--- src/sv/filtered_varbyte_feature_histogram_assert.svh ---
// ----------------------------------------------------------------------------
// Assertion macros for the filtered varbyte feature histogram
// Each macro expects clk and rst_n in scope.
// ----------------------------------------------------------------------------
`ifndef FILTERED_VARBYTE_FEATURE_HISTOGRAM_ASSERT_SVH
`define FILTERED_VARBYTE_FEATURE_HISTOGRAM_ASSERT_SVH

// same-cycle implication
`define FVH_ASSERT_IMPLIES(lbl, ante, cons, msg) \
  lbl: assert property (@(posedge clk) disable iff (!rst_n) (ante) |-> (cons)) \
    else $error(msg);

// next-cycle implication
`define FVH_ASSERT_NEXT(lbl, ante, cons, msg) \
  lbl: assert property (@(posedge clk) disable iff (!rst_n) (ante) |=> (cons)) \
    else $error(msg);

`endif

--- src/sv/fvh_pkg.sv ---
// ----------------------------------------------------------------------------
// fvh_pkg
// Shared constants, codes and controller/datapath interface types.
// ----------------------------------------------------------------------------
package fvh_pkg;

  localparam int FEATURE_DEPTH = 262144;
  localparam int EXCLUDE_DEPTH = 4096;

  localparam int FEAT_AW = $clog2(FEATURE_DEPTH);
  localparam int EXCL_AW = (EXCLUDE_DEPTH > 1) ? $clog2(EXCLUDE_DEPTH) : 1;
  localparam int FILL_W  = $clog2(EXCLUDE_DEPTH + 1);

  localparam int REQ_W      = 2;
  localparam int ID_W       = 32;
  localparam int DATE_W     = 32;
  localparam int BYTE_W     = 8;
  localparam int QIDX_W     = 18;
  localparam int STATUS_W   = 2;
  localparam int CNT_W      = 32;
  localparam int LIMIT_W    = 19;
  localparam int CFG_IDX_W  = 2;
  localparam int CFG_DATA_W = 32;

  localparam int FEAT_LIMIT_RST = 262144;

  localparam int IN_FIELDS_W  = ID_W + DATE_W + BYTE_W + QIDX_W;
  localparam int IN_TDATA_W   = ((IN_FIELDS_W + 7) / 8) * 8;
  localparam int OUT_FIELDS_W = CNT_W + CNT_W + 1;
  localparam int OUT_TDATA_W  = ((OUT_FIELDS_W + 7) / 8) * 8;

  typedef enum logic [REQ_W-1:0] {
    REQ_LOAD   = 2'd0,
    REQ_HEADER = 2'd1,
    REQ_CODE   = 2'd2,
    REQ_QUERY  = 2'd3
  } fvh_req_t;

  typedef enum logic [STATUS_W-1:0] {
    ST_OK   = 2'd0,
    ST_SKIP = 2'd1,
    ST_DROP = 2'd2,
    ST_FULL = 2'd3
  } fvh_status_t;

  typedef enum logic [CFG_IDX_W-1:0] {
    CFG_MIN_DATE   = 2'd0,
    CFG_MAX_DATE   = 2'd1,
    CFG_FEAT_LIMIT = 2'd2
  } fvh_cfg_idx_t;

  typedef enum logic [3:0] {
    S_CLEAR,
    S_IDLE,
    S_DISPATCH,
    S_SRCH_RD,
    S_SRCH_CMP,
    S_HDR_END,
    S_CNT_RD,
    S_CNT_WR,
    S_Q_CAP,
    S_DONE
  } fvh_state_t;

  typedef struct packed {
    logic latch;
    logic clr_step;
    logic load_do;
    logic hdr_start;
    logic srch_cmp;
    logic hdr_finish;
    logic code_do;
    logic cnt_wr;
    logic q_rd;
    logic q_cap;
    logic out_load;
  } fvh_cmd_t;

  typedef struct packed {
    fvh_req_t kind;
    logic     srch_done;
    logic     srch_hit;
    logic     cnt_need;
    logic     clr_last;
    logic     out_full;
  } fvh_sts_t;

endpackage

--- src/sv/fvh_ctrl.sv ---
// ----------------------------------------------------------------------------
// fvh_ctrl
// Sequencer: clearing pass, item dispatch, search probes and counter updates.
// ----------------------------------------------------------------------------
`include "filtered_varbyte_feature_histogram_assert.svh"

module fvh_ctrl (
  input  logic              clk,
  input  logic              rst_n,
  input  logic              in_tvalid,
  output logic              in_tready,
  output fvh_pkg::fvh_cmd_t cmd,
  input  fvh_pkg::fvh_sts_t sts
);

  fvh_pkg::fvh_state_t state_r, state_nxt;

  always_ff @(posedge clk) begin
    if (!rst_n) begin
      state_r <= fvh_pkg::S_CLEAR;
    end else begin
      state_r <= state_nxt;
    end
  end

  always_comb begin
    state_nxt = state_r;
    cmd       = '0;
    in_tready = 1'b0;
    unique case (state_r)
      fvh_pkg::S_CLEAR: begin
        cmd.clr_step = 1'b1;
        if (sts.clr_last) state_nxt = fvh_pkg::S_IDLE;
      end
      fvh_pkg::S_IDLE: begin
        in_tready = 1'b1;
        if (in_tvalid) begin
          cmd.latch = 1'b1;
          state_nxt = fvh_pkg::S_DISPATCH;
        end
      end
      fvh_pkg::S_DISPATCH: begin
        unique case (sts.kind)
          fvh_pkg::REQ_LOAD: begin
            cmd.load_do = 1'b1;
            state_nxt   = fvh_pkg::S_DONE;
          end
          fvh_pkg::REQ_HEADER: begin
            cmd.hdr_start = 1'b1;
            state_nxt     = fvh_pkg::S_SRCH_RD;
          end
          fvh_pkg::REQ_CODE: begin
            cmd.code_do = 1'b1;
            state_nxt   = fvh_pkg::S_CNT_RD;
          end
          fvh_pkg::REQ_QUERY: begin
            cmd.q_rd  = 1'b1;
            state_nxt = fvh_pkg::S_Q_CAP;
          end
        endcase
      end
      // table read of the midpoint is issued here
      fvh_pkg::S_SRCH_RD: begin
        state_nxt = sts.srch_done ? fvh_pkg::S_HDR_END : fvh_pkg::S_SRCH_CMP;
      end
      fvh_pkg::S_SRCH_CMP: begin
        cmd.srch_cmp = 1'b1;
        state_nxt    = sts.srch_hit ? fvh_pkg::S_HDR_END : fvh_pkg::S_SRCH_RD;
      end
      fvh_pkg::S_HDR_END: begin
        cmd.hdr_finish = 1'b1;
        state_nxt      = fvh_pkg::S_DONE;
      end
      // counter read at the running feature is issued here
      fvh_pkg::S_CNT_RD: begin
        state_nxt = sts.cnt_need ? fvh_pkg::S_CNT_WR : fvh_pkg::S_DONE;
      end
      fvh_pkg::S_CNT_WR: begin
        cmd.cnt_wr = 1'b1;
        state_nxt  = fvh_pkg::S_DONE;
      end
      fvh_pkg::S_Q_CAP: begin
        cmd.q_cap = 1'b1;
        state_nxt = fvh_pkg::S_DONE;
      end
      fvh_pkg::S_DONE: begin
        if (!sts.out_full) begin
          cmd.out_load = 1'b1;
          state_nxt    = fvh_pkg::S_IDLE;
        end
      end
      default: state_nxt = fvh_pkg::S_IDLE;
    endcase
  end

  `FVH_ASSERT_NEXT(a_clear_once, state_r != fvh_pkg::S_CLEAR, state_r != fvh_pkg::S_CLEAR,
    "clearing pass re-entered outside reset")
  `FVH_ASSERT_IMPLIES(a_cnt_wr_needed, state_r == fvh_pkg::S_CNT_WR,
    $past(state_r) == fvh_pkg::S_CNT_RD && $past(sts.cnt_need), "unrequested counter write")
  `FVH_ASSERT_IMPLIES(a_probe_valid, state_r == fvh_pkg::S_SRCH_CMP,
    $past(state_r) == fvh_pkg::S_SRCH_RD && !$past(sts.srch_done), "probe past search end")

endmodule

--- config.mk ---
export PLATFORM = sky130hd
export DESIGN_NAME = fvh_ctrl
export DESIGN_NICKNAME = d
export VERILOG_FILES = /design/src/sv/fvh_pkg.sv /design/src/sv/fvh_ctrl.sv
export VERILOG_INCLUDE_DIRS = /design/src /design/src/sv
export SDC_FILE = /design/constraint.sdc
export NUM_CORES = 1
export LEC_CHECK = 0
export BUFFER_PORTS_ARGS = -buffer_cell sky130_fd_sc_hd__buf_2
export CAP_MARGIN = 0
export CORE_MARGIN = 2
export CORE_UTILIZATION = 30
export DETAILED_ROUTE_END_ITERATION = 6
export PLACE_DENSITY_LB_ADDON = 0.05
export SLEW_MARGIN = 20
export SYNTH_ARGS = -nofsm -noshare
export SYNTH_HDL_FRONTEND = slang
export SYNTH_SLANG_ARGS = --single-unit
--- constraint.sdc ---
create_clock -name clk -period 3.95 [get_ports clk]
set_clock_uncertainty 0.1 [all_clocks]
set_input_delay 1.185 -clock clk [delete_from_list [all_inputs] [get_ports clk]]
set_output_delay 1.185 -clock clk [all_outputs]
set_load 0.05 [all_outputs]
=== Word-level counts from Yosys, hierarchy flattened ===
Cells that the tools add are included.

* Output and inout port bits: 12
* Input port bits: 10
* Word-level logic and storage cells: 45
* Register bits: 4

* Reduce and logical (&&, ||, !) cells: 4
* Eq/ne operators: 15
* Muxes and demuxes: 25

{| class="wikitable"
|+ Operator list
! cell !! number
|-
| $pmux W4 S8 || 1
|-
| $mux W1 || 17
|-
| $eq A4 B3 Y1 const B || 4
|-
| $mux W4 || 4
|-
| $pmux W4 S4 || 1
|-
| $eq A4 B2 Y1 const B || 2
|-
| $eq A4 B4 Y1 const B || 2
|-
| $ne A2 B2 Y1 const B || 3
|-
| $eq A2 B2 Y1 const B || 2
|-
| $eq A4 B1 Y1 const B || 1
|-
| $logic_not A4 Y1 || 1
|-
| $mux W3 || 1
|-
| $reduce_and A3 Y1 || 1
|-
| $reduce_or A3 Y1 || 1
|-
| $eq A2 B1 Y1 const B || 1
|-
| $logic_not A2 Y1 || 1
|-
| $mux W2 || 1
|}

=== Longest topological paths before layout ===
Gate-level depths: netlist of run 1.

* Depth after elaboration: 3
* Depth in mapped cells: 6
* Depth with buffers taken out: 6

=== Worst setup path before layout of run 1 ===
OpenSTA, ideal clock, no wires.

* Kind: in2out
* From: input sts[0] (netlist name)
* To: output cmd[0] (netlist name)
* Arrival time: 2820 ps
* Buffers on the path: 0
* Stages on the path: 1
* Data required time: 2665 ps
* Setup slack: -155 ps
* Cells stage by stage: nor4b_1

* Cells in the longest elaborated chain, start to end: 2

{| class="wikitable"
|+ Ends and longest elaborated chain
! element !! RTL line !! source
|-
| start: declaration || fvh_ctrl.sv:13 || <nowiki>input fvh_pkg::fvh_sts_t sts</nowiki>
|-
| $mux W1 || fvh_ctrl.sv:87 || <nowiki>if (!sts.out_full) begin</nowiki>
|-
| $mux W1 || fvh_ctrl.sv:30 || <nowiki>unique case (state_r)</nowiki>
|-
| end: declaration || fvh_ctrl.sv:12 || <nowiki>output fvh_pkg::fvh_cmd_t cmd,</nowiki>
|}

Every way passes these cells.

==> metrics.txt, run 1 <==
# TYPE chip_impl_metric gauge
chip_impl_metric{name="dr.first_iter.drc_count",unit=""} 4
chip_impl_metric{name="timing.fmax",unit="GHz"} 0.3112
chip_impl_info{name="ys_dominant_reg_cell",value="sky130_fd_sc_hd__dfxtp_1"} 1
chip_impl_metric{name="io-pin-count",unit=""} 22
chip_impl_metric{name="cp_num_buf_inv",unit=""} 3
chip_impl_metric{name="synth_fp_nets",unit=""} 80
chip_impl_info{name="largest_family_of_logic_cells_by_synthesized_area",value="simple AND/OR/NAND/NOR gates"} 1
chip_impl_metric{name="finalWirelength",unit="µm"} 1123
chip_impl_metric{name="dieArea",unit="µm²"} 1997
chip_impl_metric{name="final-setup-viol-count",unit=""} 0
chip_impl_metric{name="timing.final.crit_share",unit="%"} 81.36
chip_impl_metric{name="wire_length_of_the_first_global_routing_pass",unit="µm"} 1787
chip_impl_metric{name="cts-resized-gates",unit=""} 0
chip_impl_metric{name="gate_count_post_synth",unit=""} 65
chip_impl_info{name="tritoncts",value="built"} 1
chip_impl_metric{name="synth.ff_latch_count",unit=""} 4
chip_impl_info{name="rsz0062_at_grt",value="no"} 1
chip_impl_metric{name="synth.mux.area_fraction",unit="%"} 4.030
chip_impl_metric{name="holdWs",unit="ps"} 604.9
chip_impl_metric{name="cellPowerDensity",unit="nW/µm²"} 255.9
chip_impl_metric{name="via_per_inst",unit=""} 4.990
chip_impl_metric{name="grt_pass1_vias",unit=""} 418
chip_impl_metric{name="layout-area-overhead-vs-synth",unit="%"} 25.19
chip_impl_metric{name="max_slew.worst_pin.slew",unit="ps"} 523.6
chip_impl_info{name="result_of_the_run",value="completed"} 1
chip_impl_metric{name="setup_total_negative_slack",unit="ps"} 0
chip_impl_metric{name="vdd_drop_max",unit="V"} 0.0001420
chip_impl_metric{name="headroom_to_the_max_slew_limit",unit="%"} 65.05
chip_impl_metric{name="ys_async_sr_fraction",unit="%"} 0
chip_impl_metric{name="final_nets",unit=""} 102
chip_impl_metric{name="chipHeight",unit="µm"} 44.69
chip_impl_info{name="worstSetupStartpoint",value="sts[5]"} 1
chip_impl_info{name="ys_top_cells_by_count",value="sky130_fd_sc_hd__nor2_1 (6), sky130_fd_sc_hd__ha_1 (5), sky130_fd_sc_hd__nand2_1 (5)"} 1
chip_impl_metric{name="largest_register_ff_count",unit=""} 4
chip_impl_metric{name="synthesized_area_fraction_occupied_by_ao_oa_aoi_and_oai_cells",unit="%"} 12.59
chip_impl_info{name="timing.hold.worst.start",value="state_r[3]"} 1
chip_impl_metric{name="clock_latency",unit="ps"} 230
chip_impl_metric{name="yosysWarnings",unit=""} 0
chip_impl_metric{name="drt_pre_antenna_iters",unit=""} 4
chip_impl_metric{name="chipWidth",unit="µm"} 44.69
chip_impl_metric{name="path_clk_slew",unit="ps"} 40
chip_impl_metric{name="leakage",unit="nW"} 0.3198
chip_impl_metric{name="synth_xor_area_share",unit="%"} 1.763
chip_impl_metric{name="final_antenna_net_count",unit=""} 0
chip_impl_info{name="cp_cell_sequence",value="buf_2, inv_1, ha_1, and2_1, buf_2"} 1
chip_impl_metric{name="synth_edf_count",unit=""} 0
chip_impl_metric{name="fin_total_pwr",unit="mW"} 0.1591
chip_impl_metric{name="worstPathRequired",unit="ps"} 2660
chip_impl_metric{name="clock-sinks",unit=""} 4
chip_impl_info{name="min-delay-path-class",value="reg2reg"} 1
chip_impl_metric{name="final.min_clock_period",unit="ps"} 3214
chip_impl_metric{name="adder_cell_area_share_of_the_yosys_netlist",unit="%"} 12.59
chip_impl_metric{name="yosysSeqAreaShare",unit="%"} 16.12
chip_impl_metric{name="drive_above_1_share",unit="%"} 32.94
chip_impl_metric{name="detailedPlacementHpwl",unit="µm"} 863.3
chip_impl_metric{name="vias",unit=""} 504
chip_impl_info{name="clk_tree_root_cell",value="sky130_fd_sc_hd__clkbuf_4"} 1
chip_impl_metric{name="drv_cap",unit=""} 0
chip_impl_metric{name="post_synth.cell_area_avg",unit="µm²"} 7.642
chip_impl_metric{name="cts_setup_buffers",unit=""} 0
chip_impl_metric{name="overflow",unit=""} 0
chip_impl_metric{name="track_usage",unit="%"} 12.54
chip_impl_metric{name="netlist_area",unit="µm²"} 496.7
chip_impl_metric{name="utilization_of_the_core_after_routing",unit="%"} 40.80
chip_impl_metric{name="clockBufferDepth",unit=""} 2
chip_impl_metric{name="initial_core_util",unit="%"} 32.59
chip_impl_metric{name="cts.htree.levels",unit=""} 1
chip_impl_info{name="yosys.cell_count.top_type",value="sky130_fd_sc_hd__nor2_1"} 1
chip_impl_metric{name="cts.hold.buffers_added",unit=""} 0
chip_impl_metric{name="tritoncts.num_buffers",unit=""} 3
chip_impl_metric{name="worst_ep_arrival_time",unit="ps"} 1930
chip_impl_metric{name="floorplan.core_area",unit="µm²"} 1524
chip_impl_info{name="setup.worst_path.end_class",value="output port"} 1
chip_impl_metric{name="drcViolationCount",unit=""} 0
chip_impl_info{name="critical-path-top-delay-family",value="buffers and inverters"} 1
chip_impl_info{name="registers_with_the_most_flip_flops",value="state_r (4)"} 1
chip_impl_info{name="critPathMostFrequentCell",value="sky130_fd_sc_hd__buf_2"} 1
chip_impl_info{name="synth.area.top_cells",value="sky130_fd_sc_hd__dfxtp_1 (16%), sky130_fd_sc_hd__ha_1 (13%), sky130_fd_sc_hd__and2_1 (5.0%), sky130_fd_sc_hd__nand2b_1 (5.0%), sky130_fd_sc_hd__nor2_1 (4.5%)"} 1
chip_impl_metric{name="antenna_found_initial",unit=""} 0
chip_impl_metric{name="synth.lib_cells_used.distinct",unit=""} 30
chip_impl_info{name="worst_flop_to_flop_path_startpoint",value="state_r[0]"} 1
chip_impl_metric{name="crit_fanout",unit=""} 3
chip_impl_info{name="path_class",value="in2out"} 1
chip_impl_metric{name="maximum_number_of_pins_on_one_net_before_global_route_repair",unit=""} 16
chip_impl_metric{name="num_antenna_cells",unit=""} 0
chip_impl_metric{name="slew_violations",unit=""} 0
chip_impl_metric{name="placer_s_final_routability_congestion_estimate",unit=""} 0.6699
chip_impl_metric{name="worst_path_largest_cell_delay",unit="ps"} 250
chip_impl_info{name="critPathSlowestCell",value="sky130_fd_sc_hd__buf_2"} 1
chip_impl_metric{name="std_cell_rows",unit=""} 14
chip_impl_metric{name="final-hold-violation-count",unit=""} 0
chip_impl_info{name="crit_path_start_kind",value="primary input"} 1
chip_impl_info{name="synth.largest_area_cell",value="sky130_fd_sc_hd__dfxtp_1"} 1
chip_impl_info{name="largest-register",value="state_r"} 1
chip_impl_metric{name="simple_gate_portion_of_the_synthesized_area",unit="%"} 44.84
chip_impl_metric{name="synth_top_area_share",unit="%"} 16.12
chip_impl_metric{name="wire_per_inst",unit="µm"} 11.12
chip_impl_metric{name="port_buffers",unit=""} 21
==> per-layer routing <==
layer	vias up	wire length, µm	track usage (%)
met4	0	11	9.091
met1	222	561	16.63
met3	2	52	2.400
met2	11	497	17.97
li1	269	-	-
met5	-	0	0
==> worst paths after layout <==
| path | to | slack (ps) | depth (start not counted) |
|---|---|---|---|
| max | cmd[4] | 740 | 5 |
| min | state_r[2] | 600 | 1 |
| max reg2reg | state_r[1] | 2340 | 4 |
| min reg2reg | state_r[2] | 600 | 1 |
==> layout make-up <==
type | count | area, µm²
Fill cell | 177 | 902.1
Multi-Input combinational cell | 54 | 382.9
Timing Repair Buffer | 21 | 105.1
Sequential cell | 4 | 80.08
Clock buffer | 3 | 22.52
Tap cell | 16 | 20.02
Inverter | 3 | 11.26
==> placed cells by master (no fill, tap or decap), drive strengths merged, types with 2 or more instances in the layout <==
cell type	instances
o21ai	4
inv	3
buf	21
nor3	4
dfxtp	4
ha	5
nand2	5
and3	3
a21oi	2
mux2i	2
nor2b	2
nor2	6
and2	4
nand2b	4
nand3b	2
clkbuf	3
==> metrics by stage <==
step	cell area [µm²]	setup slack (ps)	cells
floorplan	503.0	511.8	65
CTS	621.8	728.9	101
global route	621.8	675.6	101
detailed placement	599.3	728.9	98
finish	621.8	736.4	101
global placement	599.3	730.6	98
==> worst reg2reg max path, delay by kind of cell (launching register included) <==
family        cells  cell delay [ps]
simple gates      4              760
flops             1              640
==> power by group <==
part | switching, mW | internal [mW]
sequential | 0.00875 | 0.0428
clock | 0.0150 | 0.0339
combinational | 0.0361 | 0.0225
total | 0.0599 | 0.0992
==> logic make-up after synthesis <==
| kind of cell | Yosys count |
|---|---|
| AO/OA/AOI/OAI | 9 |
| XOR/XNOR | 1 |
| adder cells (fa/ha/maj) | 5 |
| buffers and inverters | 7 |
| flip-flops | 4 |
| multiplexers | 2 |
| AND/OR/NAND/NOR | 37 |
Power figures use the tool's default switching activity.
==> run 2, diff against run 1 <==
Clock period 3.95 ns to 2.7 ns, I/O delays scaled along.
==> run 2 against run 1 <==
Against the previous run: critical path depth decreased by 1; via count decreased by 0.79%; flip-flop and latch count unchanged; largest cell class unchanged; highest routed layer is now met3.
==> metrics.txt, run 2 (same netlist as run 1, synthesis figures left out) <==
# TYPE chip_impl_metric gauge
chip_impl_metric{name="chipHeight",unit="µm"} 44.69
chip_impl_metric{name="placer_s_final_routability_congestion_estimate",unit=""} 0.6711
chip_impl_metric{name="final.min_clock_period",unit="ps"} 2459
chip_impl_metric{name="io-pin-count",unit=""} 22
chip_impl_metric{name="port_buffers",unit=""} 21
chip_impl_metric{name="final_antenna_net_count",unit=""} 0
chip_impl_metric{name="filler_cell_count",unit=""} 163
chip_impl_metric{name="path_clk_slew",unit="ps"} 40
chip_impl_metric{name="detailedPlacementHpwl",unit="µm"} 870.4
chip_impl_metric{name="timing.final.crit_share",unit="%"} 91.09
chip_impl_metric{name="dieArea",unit="µm²"} 1997
chip_impl_metric{name="wire_per_inst",unit="µm"} 10.37
chip_impl_metric{name="setup_total_negative_slack",unit="ps"} 0
chip_impl_metric{name="initial_core_util",unit="%"} 32.59
chip_impl_metric{name="finalWirelength",unit="µm"} 1068
chip_impl_metric{name="fin_total_pwr",unit="mW"} 0.2351
chip_impl_metric{name="crit_fanout",unit=""} 12
chip_impl_metric{name="grt_pass1_vias",unit=""} 431
chip_impl_metric{name="tritoncts.num_buffers",unit=""} 3
chip_impl_metric{name="drive_above_1_share",unit="%"} 34.48
chip_impl_metric{name="vdd_drop_max",unit="V"} 0.0001918
chip_impl_metric{name="chipWidth",unit="µm"} 44.69
chip_impl_info{name="crit_path_start_kind",value="flip-flop"} 1
chip_impl_metric{name="worstPathRequired",unit="ps"} 1790
chip_impl_info{name="cp_cell_sequence",value="nand2b_1, nor3_1, and2_1, buf_2"} 1
chip_impl_info{name="most-common-layout-cells",value="sky130_fd_sc_hd__buf_2 (21), sky130_fd_sc_hd__nor2_1 (6), sky130_fd_sc_hd__nand2_1 (5), sky130_fd_sc_hd__ha_1 (5)"} 1
chip_impl_metric{name="floorplan.core_area",unit="µm²"} 1524
chip_impl_metric{name="cts-resized-gates",unit=""} 0
chip_impl_metric{name="slew_violations",unit=""} 0
chip_impl_metric{name="drt_pre_antenna_iters",unit=""} 3
chip_impl_metric{name="clockBufferDepth",unit=""} 2
chip_impl_metric{name="worst_path_largest_cell_delay",unit="ps"} 400
chip_impl_metric{name="cts_setup_buffers",unit=""} 0
chip_impl_metric{name="num_antenna_cells",unit=""} 0
chip_impl_metric{name="final-hold-violation-count",unit=""} 0
chip_impl_info{name="critPathSlowestCell",value="sky130_fd_sc_hd__dfxtp_1"} 1
chip_impl_metric{name="worst_ep_arrival_time",unit="ps"} 1550
chip_impl_metric{name="overflow",unit=""} 0
chip_impl_metric{name="timing.fmax",unit="GHz"} 0.4066
chip_impl_metric{name="maximum_number_of_pins_on_one_net_before_global_route_repair",unit=""} 13
chip_impl_info{name="clk_tree_root_cell",value="sky130_fd_sc_hd__clkbuf_4"} 1
chip_impl_info{name="registers_with_the_most_flip_flops",value="state_r (4)"} 1
chip_impl_metric{name="leakage",unit="nW"} 0.3304
chip_impl_metric{name="dr.first_iter.drc_count",unit=""} 4
chip_impl_metric{name="vias",unit=""} 500
chip_impl_metric{name="antenna_found_initial",unit=""} 0
chip_impl_info{name="setup.worst_path.end_class",value="output port"} 1
chip_impl_metric{name="track_usage",unit="%"} 11.77
chip_impl_metric{name="wire_length_of_the_first_global_routing_pass",unit="µm"} 1738
chip_impl_metric{name="cts.htree.levels",unit=""} 1
chip_impl_metric{name="cellPowerDensity",unit="nW/µm²"} 369.1
chip_impl_metric{name="headroom_to_the_max_slew_limit",unit="%"} 70.76
chip_impl_info{name="tritoncts",value="built"} 1
chip_impl_metric{name="clock-sinks",unit=""} 4
chip_impl_metric{name="cts.hold.buffers_added",unit=""} 0
chip_impl_info{name="largest-register",value="state_r"} 1
chip_impl_metric{name="drcViolationCount",unit=""} 0
chip_impl_metric{name="drv_cap",unit=""} 0
chip_impl_info{name="rsz0062_at_grt",value="no"} 1
chip_impl_metric{name="final_nets",unit=""} 104
chip_impl_info{name="final_common_cell",value="sky130_fd_sc_hd__buf_2"} 1
chip_impl_info{name="min-delay-path-class",value="reg2reg"} 1
chip_impl_metric{name="via_per_inst",unit=""} 4.854
chip_impl_metric{name="largest_register_ff_count",unit=""} 4
chip_impl_metric{name="max_slew.worst_pin.slew",unit="ps"} 438.0
chip_impl_metric{name="clock_latency",unit="ps"} 230
chip_impl_metric{name="layout-area-overhead-vs-synth",unit="%"} 28.21
chip_impl_info{name="result_of_the_run",value="completed"} 1
chip_impl_metric{name="final-setup-viol-count",unit=""} 0
chip_impl_metric{name="std_cell_rows",unit=""} 14
chip_impl_info{name="path_class",value="reg2out"} 1
## run 2: cell count changes in the layout (fill, tap and decap cells not counted), sizes merged
cell / before / now
buf: 21 / 23
## run 2: area by class of cell
class | instances | area, µm² | area share (%)
Multi-Input combinational cell | 54 | 382.9 | 60.12
Timing Repair Buffer | 23 | 120.1 | 18.86
Sequential cell | 4 | 80.08 | 12.57
Clock buffer | 3 | 22.52 | 3.536
Tap cell | 16 | 20.02 | 3.143
Inverter | 3 | 11.26 | 1.768
## run 2: through the flow
| stage | hold WS [ps] | instance area, µm² | cells | setup slack [ps] | utilization [%] |
|---|---|---|---|---|---|
| 6_report | 589.4 | 636.9 | 103 | 240.7 | 41.79 |
| 2_1_floorplan | 510.1 | 503.0 | 65 | 11.82 | - |
| 5_1_grt | 662.6 | 636.9 | 103 | 55.48 | 41.79 |
| 3_3_place_gp | 606.5 | 614.3 | 100 | 224.4 | 40.31 |
| 3_5_place_dp | 596.7 | 614.3 | 100 | 229.8 | 40.31 |
| 4_1_cts | 603.0 | 636.9 | 103 | 211.0 | 41.79 |
## run 2: metal layers
layer  vias up  routed length, µm  GRT usage, %
met1       217                548         15.57
met4         0                  0         3.636
met5         -                  0             0
li1        272                  -             -
met3         0                 61         4.000
met2        11                459         17.97
## run 2: power breakdown
part | internal (mW) | total, mW | switching, mW
Combinational | 0.0360 | 0.0928 | 0.0568
Clock | 0.0495 | 0.0710 | 0.0215
Sequential | 0.0627 | 0.0713 | 0.00862
## run 2: worst paths after layout
path / from / end / slack, ps / cells past startpoint
setup / recovery: state_r[0] / cmd[4] / 240 / 4
hold / removal: state_r[3] / state_r[2] / 590 / 1
setup reg to reg: state_r[0] / state_r[1] / 1090 / 5
hold reg to reg: state_r[3] / state_r[2] / 590 / 1
## run 2: worst max-delay path, delay by kind of cell, from the launching register on
family,cells,cell delay (ps)
buffers and inverters,1,250
AND/OR/NAND/NOR,3,660
flip-flops,1,400
==> run 3, diff against run 2 <==
Settings changed: ABC_AREA from default to 1, BUFFER_PORTS_ARGS -buffer_cell sky130_fd_sc_hd__buf_2 to -buffer_cell sky130_fd_sc_hd__buf_4.
==> run 3 against run 2 <==
Against the previous run: final area rose by 6.5%; maximum frequency fell by 0.25%; area after synthesis fell by 4.8%; sequential power rose by 24%; critical path type is now in2out; highest routed layer unchanged.
==> metrics.txt, run 3 <==
# TYPE chip_impl_metric gauge
chip_impl_info{name="r2r-end",value="state_r[1]"} 1
chip_impl_metric{name="crit_fanout",unit=""} 3
chip_impl_metric{name="io-pin-count",unit=""} 22
chip_impl_metric{name="largest_register_ff_count",unit=""} 4
chip_impl_info{name="busiest_layer",value="met2"} 1
chip_impl_metric{name="worstPathRequired",unit="ps"} 1790
chip_impl_metric{name="drcViolationCount",unit=""} 0
chip_impl_metric{name="track_usage",unit="%"} 12.51
chip_impl_info{name="tritoncts",value="built"} 1
chip_impl_metric{name="max_slew.worst_pin.slew",unit="ps"} 253.5
chip_impl_metric{name="grtUsageMet2",unit="%"} 19.12
chip_impl_info{name="most-common-layout-cells",value="sky130_fd_sc_hd__buf_4 (21), sky130_fd_sc_hd__inv_1 (20), sky130_fd_sc_hd__nor2_1 (14), sky130_fd_sc_hd__nand2_1 (11), sky130_fd_sc_hd__nand3_1 (8)"} 1
chip_impl_info{name="timing.hold.worst.start",value="state_r[3]"} 1
chip_impl_metric{name="slew_violations",unit=""} 0
chip_impl_info{name="largest-register",value="state_r"} 1
chip_impl_metric{name="port_buffers",unit=""} 21
chip_impl_metric{name="synth_edf_count",unit=""} 0
chip_impl_info{name="result_of_the_run",value="completed"} 1
chip_impl_metric{name="final_nets",unit=""} 121
chip_impl_metric{name="grt_use_met3",unit="%"} 5.417
chip_impl_metric{name="dr.first_iter.drc_count",unit=""} 19
chip_impl_metric{name="cts.hold.buffers_added",unit=""} 0
chip_impl_info{name="ys_dominant_reg_cell",value="sky130_fd_sc_hd__dfxtp_1"} 1
chip_impl_metric{name="chipWidth",unit="µm"} 43.71
chip_impl_info{name="rsz0062_at_grt",value="no"} 1
chip_impl_metric{name="antenna_found_initial",unit=""} 0
chip_impl_metric{name="setup_total_negative_slack",unit="ps"} 0
chip_impl_info{name="setup.worst_path.end_class",value="output port"} 1
chip_impl_info{name="synth.area.top_cells",value="sky130_fd_sc_hd__dfxtp_1 (17%), sky130_fd_sc_hd__inv_1 (16%), sky130_fd_sc_hd__ha_1 (13%), sky130_fd_sc_hd__nor2_1 (11%), sky130_fd_sc_hd__nand2_1 (8.7%)"} 1
chip_impl_metric{name="via_per_inst",unit=""} 4.358
chip_impl_metric{name="drv_cap",unit=""} 0
chip_impl_metric{name="min_path_cells",unit=""} 4
chip_impl_metric{name="grt_pass1_vias",unit=""} 452
chip_impl_info{name="registers_with_the_most_flip_flops",value="state_r (4)"} 1
chip_impl_metric{name="std_cell_rows",unit=""} 14
chip_impl_info{name="final_common_cell",value="sky130_fd_sc_hd__buf_4"} 1
chip_impl_metric{name="maximum_number_of_pins_on_one_net_before_global_route_repair",unit=""} 9
chip_impl_metric{name="vias",unit=""} 523
chip_impl_info{name="synth.largest_area_cell",value="sky130_fd_sc_hd__dfxtp_1"} 1
chip_impl_metric{name="clockBufferDepth",unit=""} 2
chip_impl_metric{name="overflow",unit=""} 0
chip_impl_metric{name="timing.final.crit_share",unit="%"} 91.31
chip_impl_metric{name="floorplan.core_area",unit="µm²"} 1489
chip_impl_metric{name="cts-resized-gates",unit=""} 0
chip_impl_metric{name="r2r_slack",unit="ps"} 1430
chip_impl_metric{name="dieArea",unit="µm²"} 1910
chip_impl_metric{name="num_antenna_cells",unit=""} 0
chip_impl_metric{name="chipHeight",unit="µm"} 43.71
chip_impl_metric{name="post_synth.cell_area_avg",unit="µm²"} 5.912
chip_impl_metric{name="timing.fmax",unit="GHz"} 0.4056
chip_impl_metric{name="final_antenna_net_count",unit=""} 0
chip_impl_metric{name="synth_top_area_share",unit="%"} 16.93
chip_impl_metric{name="final-setup-viol-count",unit=""} 0
chip_impl_metric{name="clock_latency",unit="ps"} 240
chip_impl_metric{name="layout-area-overhead-vs-synth",unit="%"} 43.39
chip_impl_metric{name="synth_fp_nets",unit=""} 95
chip_impl_metric{name="gate_count_post_synth",unit=""} 80
chip_impl_metric{name="synth.ff_latch_count",unit=""} 4
chip_impl_metric{name="wire_length_of_the_first_global_routing_pass",unit="µm"} 1794
chip_impl_info{name="ys_top_cells_by_count",value="sky130_fd_sc_hd__inv_1 (20), sky130_fd_sc_hd__nor2_1 (14), sky130_fd_sc_hd__nand2_1 (11)"} 1
chip_impl_metric{name="detailedPlacementHpwl",unit="µm"} 941.4
chip_impl_metric{name="worst_r2r_path_depth",unit=""} 6
chip_impl_metric{name="finalWirelength",unit="µm"} 1113
chip_impl_metric{name="path_clk_slew",unit="ps"} 40
chip_impl_info{name="holdPathEnd",value="state_r[0]"} 1
chip_impl_metric{name="cts.htree.levels",unit=""} 1
chip_impl_metric{name="yosysWarnings",unit=""} 0
chip_impl_metric{name="yosysSeqAreaShare",unit="%"} 16.93
chip_impl_info{name="worst_flop_to_flop_path_startpoint",value="state_r[1]"} 1
chip_impl_metric{name="cts_setup_buffers",unit=""} 0
chip_impl_metric{name="finish.instance_area",unit="µm²"} 678.2
chip_impl_metric{name="ys_async_sr_fraction",unit="%"} 0
chip_impl_metric{name="tritoncts.num_buffers",unit=""} 3
chip_impl_metric{name="filler_cell_count",unit=""} 166
chip_impl_metric{name="worst_ep_arrival_time",unit="ps"} 1560
chip_impl_metric{name="cellPowerDensity",unit="nW/µm²"} 639.0
chip_impl_metric{name="synth.lib_cells_used.distinct",unit=""} 18
chip_impl_metric{name="wire_per_inst",unit="µm"} 9.275
chip_impl_metric{name="final-hold-violation-count",unit=""} 0
chip_impl_info{name="yosys.cell_count.top_type",value="sky130_fd_sc_hd__inv_1"} 1
chip_impl_metric{name="headroom_to_the_max_slew_limit",unit="%"} 83.04
chip_impl_info{name="clk_tree_root_cell",value="sky130_fd_sc_hd__clkbuf_4"} 1
chip_impl_metric{name="vdd_drop_max",unit="V"} 0.0003653
chip_impl_info{name="min-delay-path-class",value="reg2reg"} 1
chip_impl_metric{name="dpl-instance-area",unit="µm²"} 655.6
chip_impl_metric{name="initial_core_util",unit="%"} 31.76
chip_impl_metric{name="placer_s_final_routability_congestion_estimate",unit=""} 0.7334
chip_impl_metric{name="leakage",unit="nW"} 0.3916
chip_impl_info{name="crit_path_start_kind",value="primary input"} 1
chip_impl_metric{name="netlist_area",unit="µm²"} 473.0
chip_impl_metric{name="final.min_clock_period",unit="ps"} 2465
chip_impl_metric{name="clock-sinks",unit=""} 4
chip_impl_metric{name="grt.met1_usage",unit="%"} 16.71
chip_impl_metric{name="drive_above_1_share",unit="%"} 31.73
chip_impl_metric{name="drt_pre_antenna_iters",unit=""} 4
chip_impl_info{name="path_class",value="in2out"} 1
## run 3: final cells by class
type | instances | area (µm²) | area share (%)
repair buffers | 21 | 157.7 | 23.25
inverters | 21 | 78.83 | 11.62
well taps | 16 | 20.02 | 2.952
multi-input cells | 55 | 319.1 | 47.05
flip-flops and latches | 4 | 80.08 | 11.81
clock buffers | 3 | 22.52 | 3.321
## run 3: kinds of logic (layout without fill, tap and decap cells)
kind of cell | count (synthesis) | count (layout) | synth area share, %
buf+inv | 21 | 45 | 16.67
flops | 4 | 4 | 16.93
fa+ha+maj | 5 | 5 | 13.23
compound gates | 5 | 5 | 5.290
simple gates | 45 | 45 | 47.88
## run 3: per-layer routing
metal,up-vias,routed length (µm)
met1,214,537
met5,-,0
li1,291,-
met3,0,107
met2,18,468
met4,0,0
## run 3: report_power, final
part / leakage [nW] / switching (mW) / internal (mW)
Clock: 0.0138 / 0.0239 / 0.0496
Sequential: 0.0327 / 0.0173 / 0.0708
Combinational: 0.345 / 0.189 / 0.0823
Total: 0.392 / 0.230 / 0.203
## run 3: critical path, cell delays in order
cell and delay (ps):
sky130_fd_sc_hd__buf_4 120, sky130_fd_sc_hd__inv_1 100, sky130_fd_sc_hd__ha_1 150, sky130_fd_sc_hd__inv_1 30, sky130_fd_sc_hd__nor2_1 120, sky130_fd_sc_hd__buf_4 220
## run 3: through the flow
| step | utilization [%] | setup slack, ps | hold slack, ps | cells | power (mW) |
|---|---|---|---|---|---|
| final | 45.55 | 234.5 | 597.2 | 120 | 0.4333 |
| after global placement | 44.03 | 245.1 | 595.0 | 117 | 0.3638 |
| after CTS | 45.55 | 231.3 | 599.6 | 120 | 0.4383 |
| after detailed placement | 44.03 | 238.0 | 582.6 | 117 | 0.3625 |
| after floorplan | - | 45.09 | 540.1 | 80 | 0.2879 |
| after global routing | 45.55 | 170.2 | 644.4 | 120 | 0.4691 |
## run 3: how the worst max path moves through the flow
| stage | from | to | slack, ps |
|---|---|---|---|
| 2_1_floorplan | sts[5] | cmd[4] | 50 |
| 3_3_place_gp | sts[5] | cmd[4] | 250 |
| 3_5_place_dp | sts[5] | cmd[4] | 240 |
| 4_1_cts | sts[5] | cmd[4] | 230 |
| 5_1_grt | sts[5] | cmd[4] | 170 |
| 6_report | sts[5] | cmd[4] | 230 |
